==> src/rtl/assert_macros.svh <==
// ---------------------------------------------------------------------------
// assert_macros
// shared assertion shorthands, clocked on clk with rst_n as disable
// ---------------------------------------------------------------------------
`ifndef ASSERT_MACROS_SVH
`define ASSERT_MACROS_SVH

// same-cycle implication
`define AST_IMP(label, ante, cons, msg) \
    label: assert property (@(posedge clk) disable iff (!rst_n) (ante) |-> (cons)) \
        else $error(msg);

// next-cycle implication
`define AST_NXT(label, ante, cons, msg) \
    label: assert property (@(posedge clk) disable iff (!rst_n) (ante) |=> (cons)) \
        else $error(msg);

`endif

==> src/rtl/bha_pkg.sv <==
// ---------------------------------------------------------------------------
// bha_pkg
// request codes, sequencer states and fixed handle constants
// ---------------------------------------------------------------------------
package bha_pkg;

    localparam int HANDLE_W = 9;
    localparam logic [HANDLE_W-1:0] HANDLE_BASE = 9'd10;

    typedef enum logic [1:0] {
        REQ_ALLOC   = 2'd0,
        REQ_FREE    = 2'd1,
        REQ_QUERY   = 2'd2,
        REQ_RESERVE = 2'd3
    } req_t;

    typedef enum logic [4:0] {
        ST_IDLE = 5'b00001,
        ST_DIV  = 5'b00010,
        ST_ADDR = 5'b00100,
        ST_MOD  = 5'b01000,
        ST_SCAN = 5'b10000
    } state_t;

endpackage

==> src/rtl/bitmap_handle_allocator_unit.sv <==
// ---------------------------------------------------------------------------
// bitmap_handle_allocator_unit
// first-fit handle allocator over a bitmap held in a synchronous ram
// ---------------------------------------------------------------------------
// Usage: drive req_type and handle_in and raise start; the beat is taken at
// a clock edge where start is high and busy is low. busy stays high until
// the result is presented. The result (result_handle, success, in_use) is
// valid for exactly one cycle while done is high; the receiver cannot stall
// and must take it in that cycle.
// Sequence: free, query and reserve pass from the accepting edge to the
// done cycle through address split, ram read and read-modify-write. Allocate
// reads one bitmap word per cycle from the ram, pipelined with the check of
// the previous word, and scans 1 to NUM_WORDS words; busy is low during the
// done cycle, so a new request can be taken at the edge that ends it.
// Reset: rst_n clears the per-word valid flags, so every word reads as zero
// (all handles free) immediately; the ram itself needs no clearing pass.
// Handles below 10 or past the map are ignored and report success 0.
// ---------------------------------------------------------------------------
`include "assert_macros.svh"

module bitmap_handle_allocator_unit #(
    parameter int WORD_WIDTH = 32,
    parameter int NUM_WORDS  = 8
) (
    input  logic                          clk,
    input  logic                          rst_n,
    input  logic                          start,
    output logic                          busy,
    input  logic [1:0]                    req_type,
    input  logic [bha_pkg::HANDLE_W-1:0]  handle_in,
    output logic                          done,
    output logic [bha_pkg::HANDLE_W-1:0]  result_handle,
    output logic                          success,
    output logic                          in_use
);
    import bha_pkg::*;

    localparam int AW        = (NUM_WORDS > 1) ? $clog2(NUM_WORDS) : 1;
    localparam int BW        = $clog2(WORD_WIDTH);
    localparam int DIV_SHIFT = 16;
    localparam int RW        = DIV_SHIFT + 1;
    localparam int PW        = HANDLE_W + RW;
    localparam int RECIP     = ((1 << DIV_SHIFT) + WORD_WIDTH - 1) / WORD_WIDTH;
    localparam logic [AW-1:0]       LAST_WORD = AW'(NUM_WORDS - 1);
    localparam logic [HANDLE_W-1:0] NW_H      = HANDLE_W'(NUM_WORDS);
    localparam logic [HANDLE_W-1:0] WW_H      = HANDLE_W'(WORD_WIDTH);

    // bitmap ram and per-word valid flags
    logic [WORD_WIDTH-1:0] mem [NUM_WORDS];
    logic [NUM_WORDS-1:0]  valid_reg;
    logic [WORD_WIDTH-1:0] rd_data_reg;
    logic                  rd_valid_reg;
    logic                  rd_en;
    logic [AW-1:0]         rd_addr;
    logic                  wr_en;
    logic [AW-1:0]         wr_addr;
    logic [WORD_WIDTH-1:0] wr_data;

    state_t                state_reg, state_next;
    req_t                  req_reg, req_next;
    logic [HANDLE_W-1:0]   handle_reg, handle_next;
    logic [HANDLE_W-1:0]   idx_reg, idx_next;
    logic [HANDLE_W-1:0]   quo_reg, quo_next;
    logic                  low_reg, low_next;
    logic [BW-1:0]         bit_reg, bit_next;
    logic                  hit_reg, hit_next;
    logic [AW-1:0]         scan_word_reg, scan_word_next;
    logic [HANDLE_W-1:0]   base_reg, base_next;

    logic                  done_reg, done_next;
    logic [HANDLE_W-1:0]   result_reg, result_next;
    logic                  success_reg, success_next;
    logic                  in_use_reg, in_use_next;

    logic [WORD_WIDTH-1:0] word_q;
    logic [WORD_WIDTH-1:0] bit_mask;
    logic [BW-1:0]         first_zero;
    logic [PW-1:0]         prod;
    logic [HANDLE_W-1:0]   idx_c;

    always_ff @(posedge clk)
    begin
        if (wr_en)
        begin
            mem[wr_addr] <= wr_data;
        end
        if (rd_en)
        begin
            rd_data_reg  <= mem[rd_addr];
            rd_valid_reg <= valid_reg[rd_addr];
        end
    end

    always_ff @(posedge clk or negedge rst_n)
    begin
        if (!rst_n)
        begin
            valid_reg <= '0;
        end
        else if (wr_en)
        begin
            valid_reg[wr_addr] <= 1'b1;
        end
    end

    assign word_q   = rd_valid_reg ? rd_data_reg : '0;
    assign bit_mask = {{(WORD_WIDTH-1){1'b0}}, 1'b1} << bit_reg;

    always_comb
    begin
        first_zero = '0;
        for (int i = WORD_WIDTH - 1; i >= 0; i--)
        begin
            if (!word_q[i])
            begin
                first_zero = BW'(i);
            end
        end
    end

    // handle index divided by the word width via reciprocal multiply
    assign idx_c = handle_reg - HANDLE_BASE;
    assign prod  = {{RW{1'b0}}, idx_c} * PW'(RECIP);

    always_comb
    begin
        state_next     = state_reg;
        req_next       = req_reg;
        handle_next    = handle_reg;
        idx_next       = idx_reg;
        quo_next       = quo_reg;
        low_next       = low_reg;
        bit_next       = bit_reg;
        hit_next       = hit_reg;
        scan_word_next = scan_word_reg;
        base_next      = base_reg;
        done_next      = 1'b0;
        result_next    = result_reg;
        success_next   = success_reg;
        in_use_next    = in_use_reg;
        rd_en          = 1'b0;
        rd_addr        = '0;
        wr_en          = 1'b0;
        wr_addr        = '0;
        wr_data        = '0;

        unique case (state_reg)
            ST_IDLE:
            begin
                if (start)
                begin
                    req_next    = req_t'(req_type);
                    handle_next = handle_in;
                    if (req_t'(req_type) == REQ_ALLOC)
                    begin
                        rd_en          = 1'b1;
                        rd_addr        = '0;
                        scan_word_next = '0;
                        base_next      = HANDLE_BASE;
                        state_next     = ST_SCAN;
                    end
                    else
                    begin
                        state_next = ST_DIV;
                    end
                end
            end
            ST_DIV:
            begin
                low_next   = handle_reg < HANDLE_BASE;
                idx_next   = idx_c;
                quo_next   = prod[DIV_SHIFT +: HANDLE_W];
                state_next = ST_ADDR;
            end
            ST_ADDR:
            begin
                bit_next   = BW'(idx_reg - HANDLE_W'(quo_reg * WW_H));
                hit_next   = !low_reg && (quo_reg < NW_H);
                rd_en      = !low_reg && (quo_reg < NW_H);
                rd_addr    = quo_reg[AW-1:0];
                state_next = ST_MOD;
            end
            ST_MOD:
            begin
                done_next    = 1'b1;
                result_next  = '0;
                success_next = 1'b0;
                in_use_next  = 1'b0;
                wr_addr      = quo_reg[AW-1:0];
                unique case (req_reg)
                    REQ_FREE:
                    begin
                        wr_en        = hit_reg;
                        wr_data      = word_q & ~bit_mask;
                        success_next = hit_reg;
                    end
                    REQ_RESERVE:
                    begin
                        wr_en        = hit_reg;
                        wr_data      = word_q | bit_mask;
                        success_next = hit_reg;
                    end
                    REQ_QUERY:
                    begin
                        in_use_next = hit_reg && word_q[bit_reg];
                    end
                    default:
                    begin
                        wr_en = 1'b0;
                    end
                endcase
                state_next = ST_IDLE;
            end
            ST_SCAN:
            begin
                if (!(&word_q))
                begin
                    wr_en        = 1'b1;
                    wr_addr      = scan_word_reg;
                    wr_data      = word_q | ({{(WORD_WIDTH-1){1'b0}}, 1'b1} << first_zero);
                    done_next    = 1'b1;
                    result_next  = base_reg + {{(HANDLE_W-BW){1'b0}}, first_zero};
                    success_next = 1'b1;
                    in_use_next  = 1'b0;
                    state_next   = ST_IDLE;
                end
                else if (scan_word_reg == LAST_WORD)
                begin
                    done_next    = 1'b1;
                    result_next  = '0;
                    success_next = 1'b0;
                    in_use_next  = 1'b0;
                    state_next   = ST_IDLE;
                end
                else
                begin
                    rd_en          = 1'b1;
                    rd_addr        = scan_word_reg + 1'b1;
                    scan_word_next = scan_word_reg + 1'b1;
                    base_next      = base_reg + WW_H;
                end
            end
            default:
            begin
                state_next = ST_IDLE;
            end
        endcase
    end

    always_ff @(posedge clk or negedge rst_n)
    begin
        if (!rst_n)
        begin
            state_reg <= ST_IDLE;
            done_reg  <= 1'b0;
        end
        else
        begin
            state_reg <= state_next;
            done_reg  <= done_next;
        end
    end

    always_ff @(posedge clk)
    begin
        req_reg       <= req_next;
        handle_reg    <= handle_next;
        idx_reg       <= idx_next;
        quo_reg       <= quo_next;
        low_reg       <= low_next;
        bit_reg       <= bit_next;
        hit_reg       <= hit_next;
        scan_word_reg <= scan_word_next;
        base_reg      <= base_next;
        result_reg    <= result_next;
        success_reg   <= success_next;
        in_use_reg    <= in_use_next;
    end

    assign busy          = (state_reg != ST_IDLE);
    assign done          = done_reg;
    assign result_handle = result_reg;
    assign success       = success_reg;
    assign in_use        = in_use_reg;

    `AST_NXT(a_start_busy, start && !busy, busy, "accepted beat did not raise busy")
    `AST_IMP(a_done_idle, done, !busy, "result shown while still busy")
    `AST_IMP(a_query_no_ok, done && in_use, !success && (result_handle == '0),
        "query result carries allocate or update fields")
    `AST_IMP(a_wr_range, wr_en, (32'(wr_addr) < NUM_WORDS) && !(rd_en && rd_addr == wr_addr),
        "bitmap write out of range or colliding with read")

endmodule
==> config.mk <==
export PLATFORM = sky130hd
export DESIGN_NAME = bitmap_handle_allocator_unit
export DESIGN_NICKNAME = d
export VERILOG_FILES = /design/src/rtl/bha_pkg.sv /design/src/rtl/bitmap_handle_allocator_unit.sv
export VERILOG_INCLUDE_DIRS = /design/src /design/src/rtl
export SDC_FILE = /design/constraint.sdc
export NUM_CORES = 1
export LEC_CHECK = 0
export BUFFER_PORTS_ARGS = -buffer_cell sky130_fd_sc_hd__buf_2
export CAP_MARGIN = 20
export CORE_MARGIN = 1
export CORE_UTILIZATION = 55
export DETAILED_ROUTE_END_ITERATION = 10
export PLACE_DENSITY = 0.8
export SLEW_MARGIN = 10
export SYNTH_ARGS = -nofsm -noshare
export SYNTH_HDL_FRONTEND = slang
export SYNTH_SLANG_ARGS = --single-unit
==> constraint.sdc <==
create_clock -name clk -period 4.35 [get_ports clk]
set_input_delay 0.6525 -clock clk [delete_from_list [all_inputs] [get_ports clk]]
set_output_delay 0.6525 -clock clk [all_outputs]
set_load 0.02 [all_outputs]
==> reports/qor.csv <==
stage;metric;value;unit
outcome;outcome;completed;
floorplanning;Die Y;170;um
critical_path;CP endpoint;mem[0][11];
critical_path;Critical Path RT;4.46;ns
critical_path;CP startpoint;rd_valid_reg;
drt;Final ANT Viol Nets;0;
clock_tree;CTS tree;yes;
clock_tree;hold buffers post-CTS;0;
finish;multi-input combinational cell area;4730;um^2
grt;vias in the first global route;9970;
drt;vias per cell;6.52;
finish;Inserted Diodes;0;
clock_tree;CTS root buf;clkbuf_16;
timing;unrepaired setup endpoints after global routing;false;
grt;largest net degree at the start of global routing;63;
drt;Routed WL;39600;um
drt;drt pass-1 iters;6;
critical_path;WP buf/inv;1;
placed_design;Port Buffers;26;
drt;DRT iter0 DRCs;1117;
critical_path;R2R Path Start;rd_valid_reg;
synthesis;Avg Cell Area, Syn;14.0;um^2
floorplanning;num rows;60;
timing;relative slew slack;0.229;
critical_path;Worst setup SP type;flip-flop;
floorplanning;DIE AREA;28800;um^2
critical_path;reg2reg path depth;8;
floorplanning;Initial Utilization;0.567;
finish;final net count;1165;
critical_path;Crit. End Element;flip-flop;
critical_path;critical path cell sequence;buf_4 -> nand2_1 -> or4_1 -> or4_1 -> and2_1 -> and3_1 -> nand3_1 -> o21ai_0;
synthesis;Yosys cell types;71;
grt;initial antenna violation count;0;
synthesis;Synth Register Bits;348;
clock_tree;Worst-path clk slew;0.06;ns
synthesis;Net Count, Synth;1123;
synthesis;Cell Area, Synth;15500;um^2
drt;drt drc;0;
synthesis;Post-synth top cells;edfxtp_1 (334), nand2_1 (83), mux2i_1 (78);
timing;Least-Margin Pin Slew;1.15;ns
grt;GRT overflow;0;
critical_path;kind of critical path;reg -> reg;
finish;number of flip-flops in the largest register;256;
timing;Setup TNS;0;ns
clock_tree;clk buf depth;3;
synthesis;area share of the leading cell type in the synthesized netlist;0.649;
floorplanning;Ports;27;
finish;# fillers;2013;
grt;first-pass GRT wire length;59800;um
timing;Max Transition Viols Final;0;
power_and_ir_drop;maximum VDD drop;0.000408;V
critical_path;CP dominant cell by count;or4_1;
timing;WHS;0.0265;ns
placed_design;global placer's final weighted congestion;1.05;
synthesis;yosys warns;0;
timing;Final setup viols;0;
synthesis;synth top area cells;edfxtp_1 (65%), mux2i_1 (5.1%), mux2_2 (3.8%), a21oi_1 (2.1%), dfrtp_1 (2.1%);
critical_path;Arr. time, crit path;4.20;ns
drt;WL per Instance;25.6;um
power_and_ir_drop;Leak;5.25;nW
critical_path;cell family with most CP delay;simple AND/OR/NAND/NOR gates;
clock_tree;Num CTS Buffers;36;
flow_run;max-cap violation count;0;
synthesis;EDFF count, synth;334;
floorplanning;core area;27300;um^2
grt;gr usage total;0.282;
finish;Layout area overhead;11.8;%
synthesis;Mapped Cells;1104;
timing;achievable clock frequency;245;MHz
timing;crit share post-route;0.940;
critical_path;CP max-delay cell;or4_1;
critical_path;max incr delay on CP;0.68;ns
synthesis;ys flop type;edfxtp_1;
power_and_ir_drop;power density cells;424;nW/um^2
clock_tree;clk sinks;348;
synthesis;post-synthesis sequential area ratio;0.672;
floorplanning;Die Wd;170;um
synthesis;asr flop ratio synth;0.0402;
finish;fraction of layout cells with a size suffix above 1;0.170;
critical_path;cell count along the critical path;8;
placed_design;DP Wirelength;25100;um
timing;Final Hold Violating Endpoints;0;
critical_path;RR Endpoint;mem[0][11];
critical_path;worst-path fanout max;26;
finish;FF/Latch Area;10400;um^2
clock_tree;Worst-Skew Late Latency;0.52;ns
critical_path;R2R Setup Slk;0.26;ns
synthesis;top-count cell post-synth;edfxtp_1;
synthesis;area leader, netlist;edfxtp_1;
timing;Period minus WS final;4.09;ns
clock_tree;H-Tree Depth;2;
drt;Vias;10073;
min_path;Worst Hold Class;in -> async;
timing;clock skew;0.0109;ns
final cells by class:
type / count / area share
Multi-Input combinational cell: 670 / 0.274
Inverter: 22 / 0.00478
Clock inverter: 16 / 0.00739
Tap cell: 372 / 0.0269
Sequential cell: 348 / 0.601
Timing Repair Buffer: 68 / 0.0301
Clock buffer: 49 / 0.0562
how the worst min path moves through the flow:
stage	start	end	slack (ns)	cells past startpoint
global placement	idx_reg[4]	bit_reg[4]	0.41	0
CTS	rst_n	valid_reg[0]	0.03	1
finish	rst_n	valid_reg[5]	0.03	1
global route	rst_n	valid_reg[1]	0.04	1
detailed placement	idx_reg[4]	bit_reg[4]	0.41	0
floorplan	rst_n	done	0.36	0
cell families after synthesis:
| logic type | count (synthesis) | share of synthesized area |
|---|---|---|
| and+or+nand+nor | 257 | 0.0802 |
| xor gates and xnor gates | 12 | 0.00680 |
| adders and majority gates | 5 | 0.00405 |
| buffers and inverters | 86 | 0.0265 |
| DFF | 348 | 0.672 |
| muxes | 133 | 0.0928 |
| AOI/OAI and AO/OA | 263 | 0.118 |
layer usage:
layer	routed length, um	GRT usage	up-vias
met2	18000	0.432	569
met1	16400	0.388	4975
met5	0	0	-
li1	-	-	4410
met3	3460	0.0609	119
met4	1730	0.128	0
cell usage in the layout, fill, tap and decap left out, types with 9 or more instances in the layout:
cell type / instances
a21oi_1: 65
a221oi_1: 29
a22o_1: 13
a31oi_1: 14
and3_1: 11
buf_2: 26
buf_4: 36
clkbuf_1: 12
clkbuf_16: 37
dfrtp_1: 13
edfxtp_1: 334
inv_1: 22
mux2_2: 52
mux2i_1: 78
nand2_1: 83
nand3_1: 44
nor2_1: 43
o21ai_0: 46
o22ai_1: 30
or2_2: 9
worst register-to-register path, stage by stage (launching register included):
cell and delay [ns]:
edfxtp_1 0.53, buf_4 0.36, nand2_1 0.16, or4_1 0.50, or4_1 0.68, and2_1 0.44
and3_1 0.30, nand3_1 0.29, o21ai_0 0.44
power breakdown:
part | internal (mW) | switching [mW]
Sequential | 3.79 | 0.107
Combinational | 0.186 | 0.340
Clock | 1.68 | 1.21
Total | 5.66 | 1.65
metrics by stage:
stage | power, mW | cell area, um^2 | util | worst slack (ns) | std cells
global placement | 4.46 | 16200 | 0.593 | 0.375 | 1477
global route | 7.53 | 17300 | 0.634 | 0.141 | 1545
CTS | 7.35 | 17300 | 0.633 | 0.226 | 1542
finish | 7.32 | 17300 | 0.634 | 0.262 | 1545
detailed placement | 4.47 | 16200 | 0.593 | 0.269 | 1477
floorplan | 4.27 | 15500 | - | 0.389 | 1104
repair_timing:
| item | CTS | global route |
|---|---|---|
| setup endpoints to repair | 0 | 62 |
| buffers inserted | 0 | 2 |
| resized for setup | 0 | 1 |
Note: power is estimated with default switching activity, not from simulation.
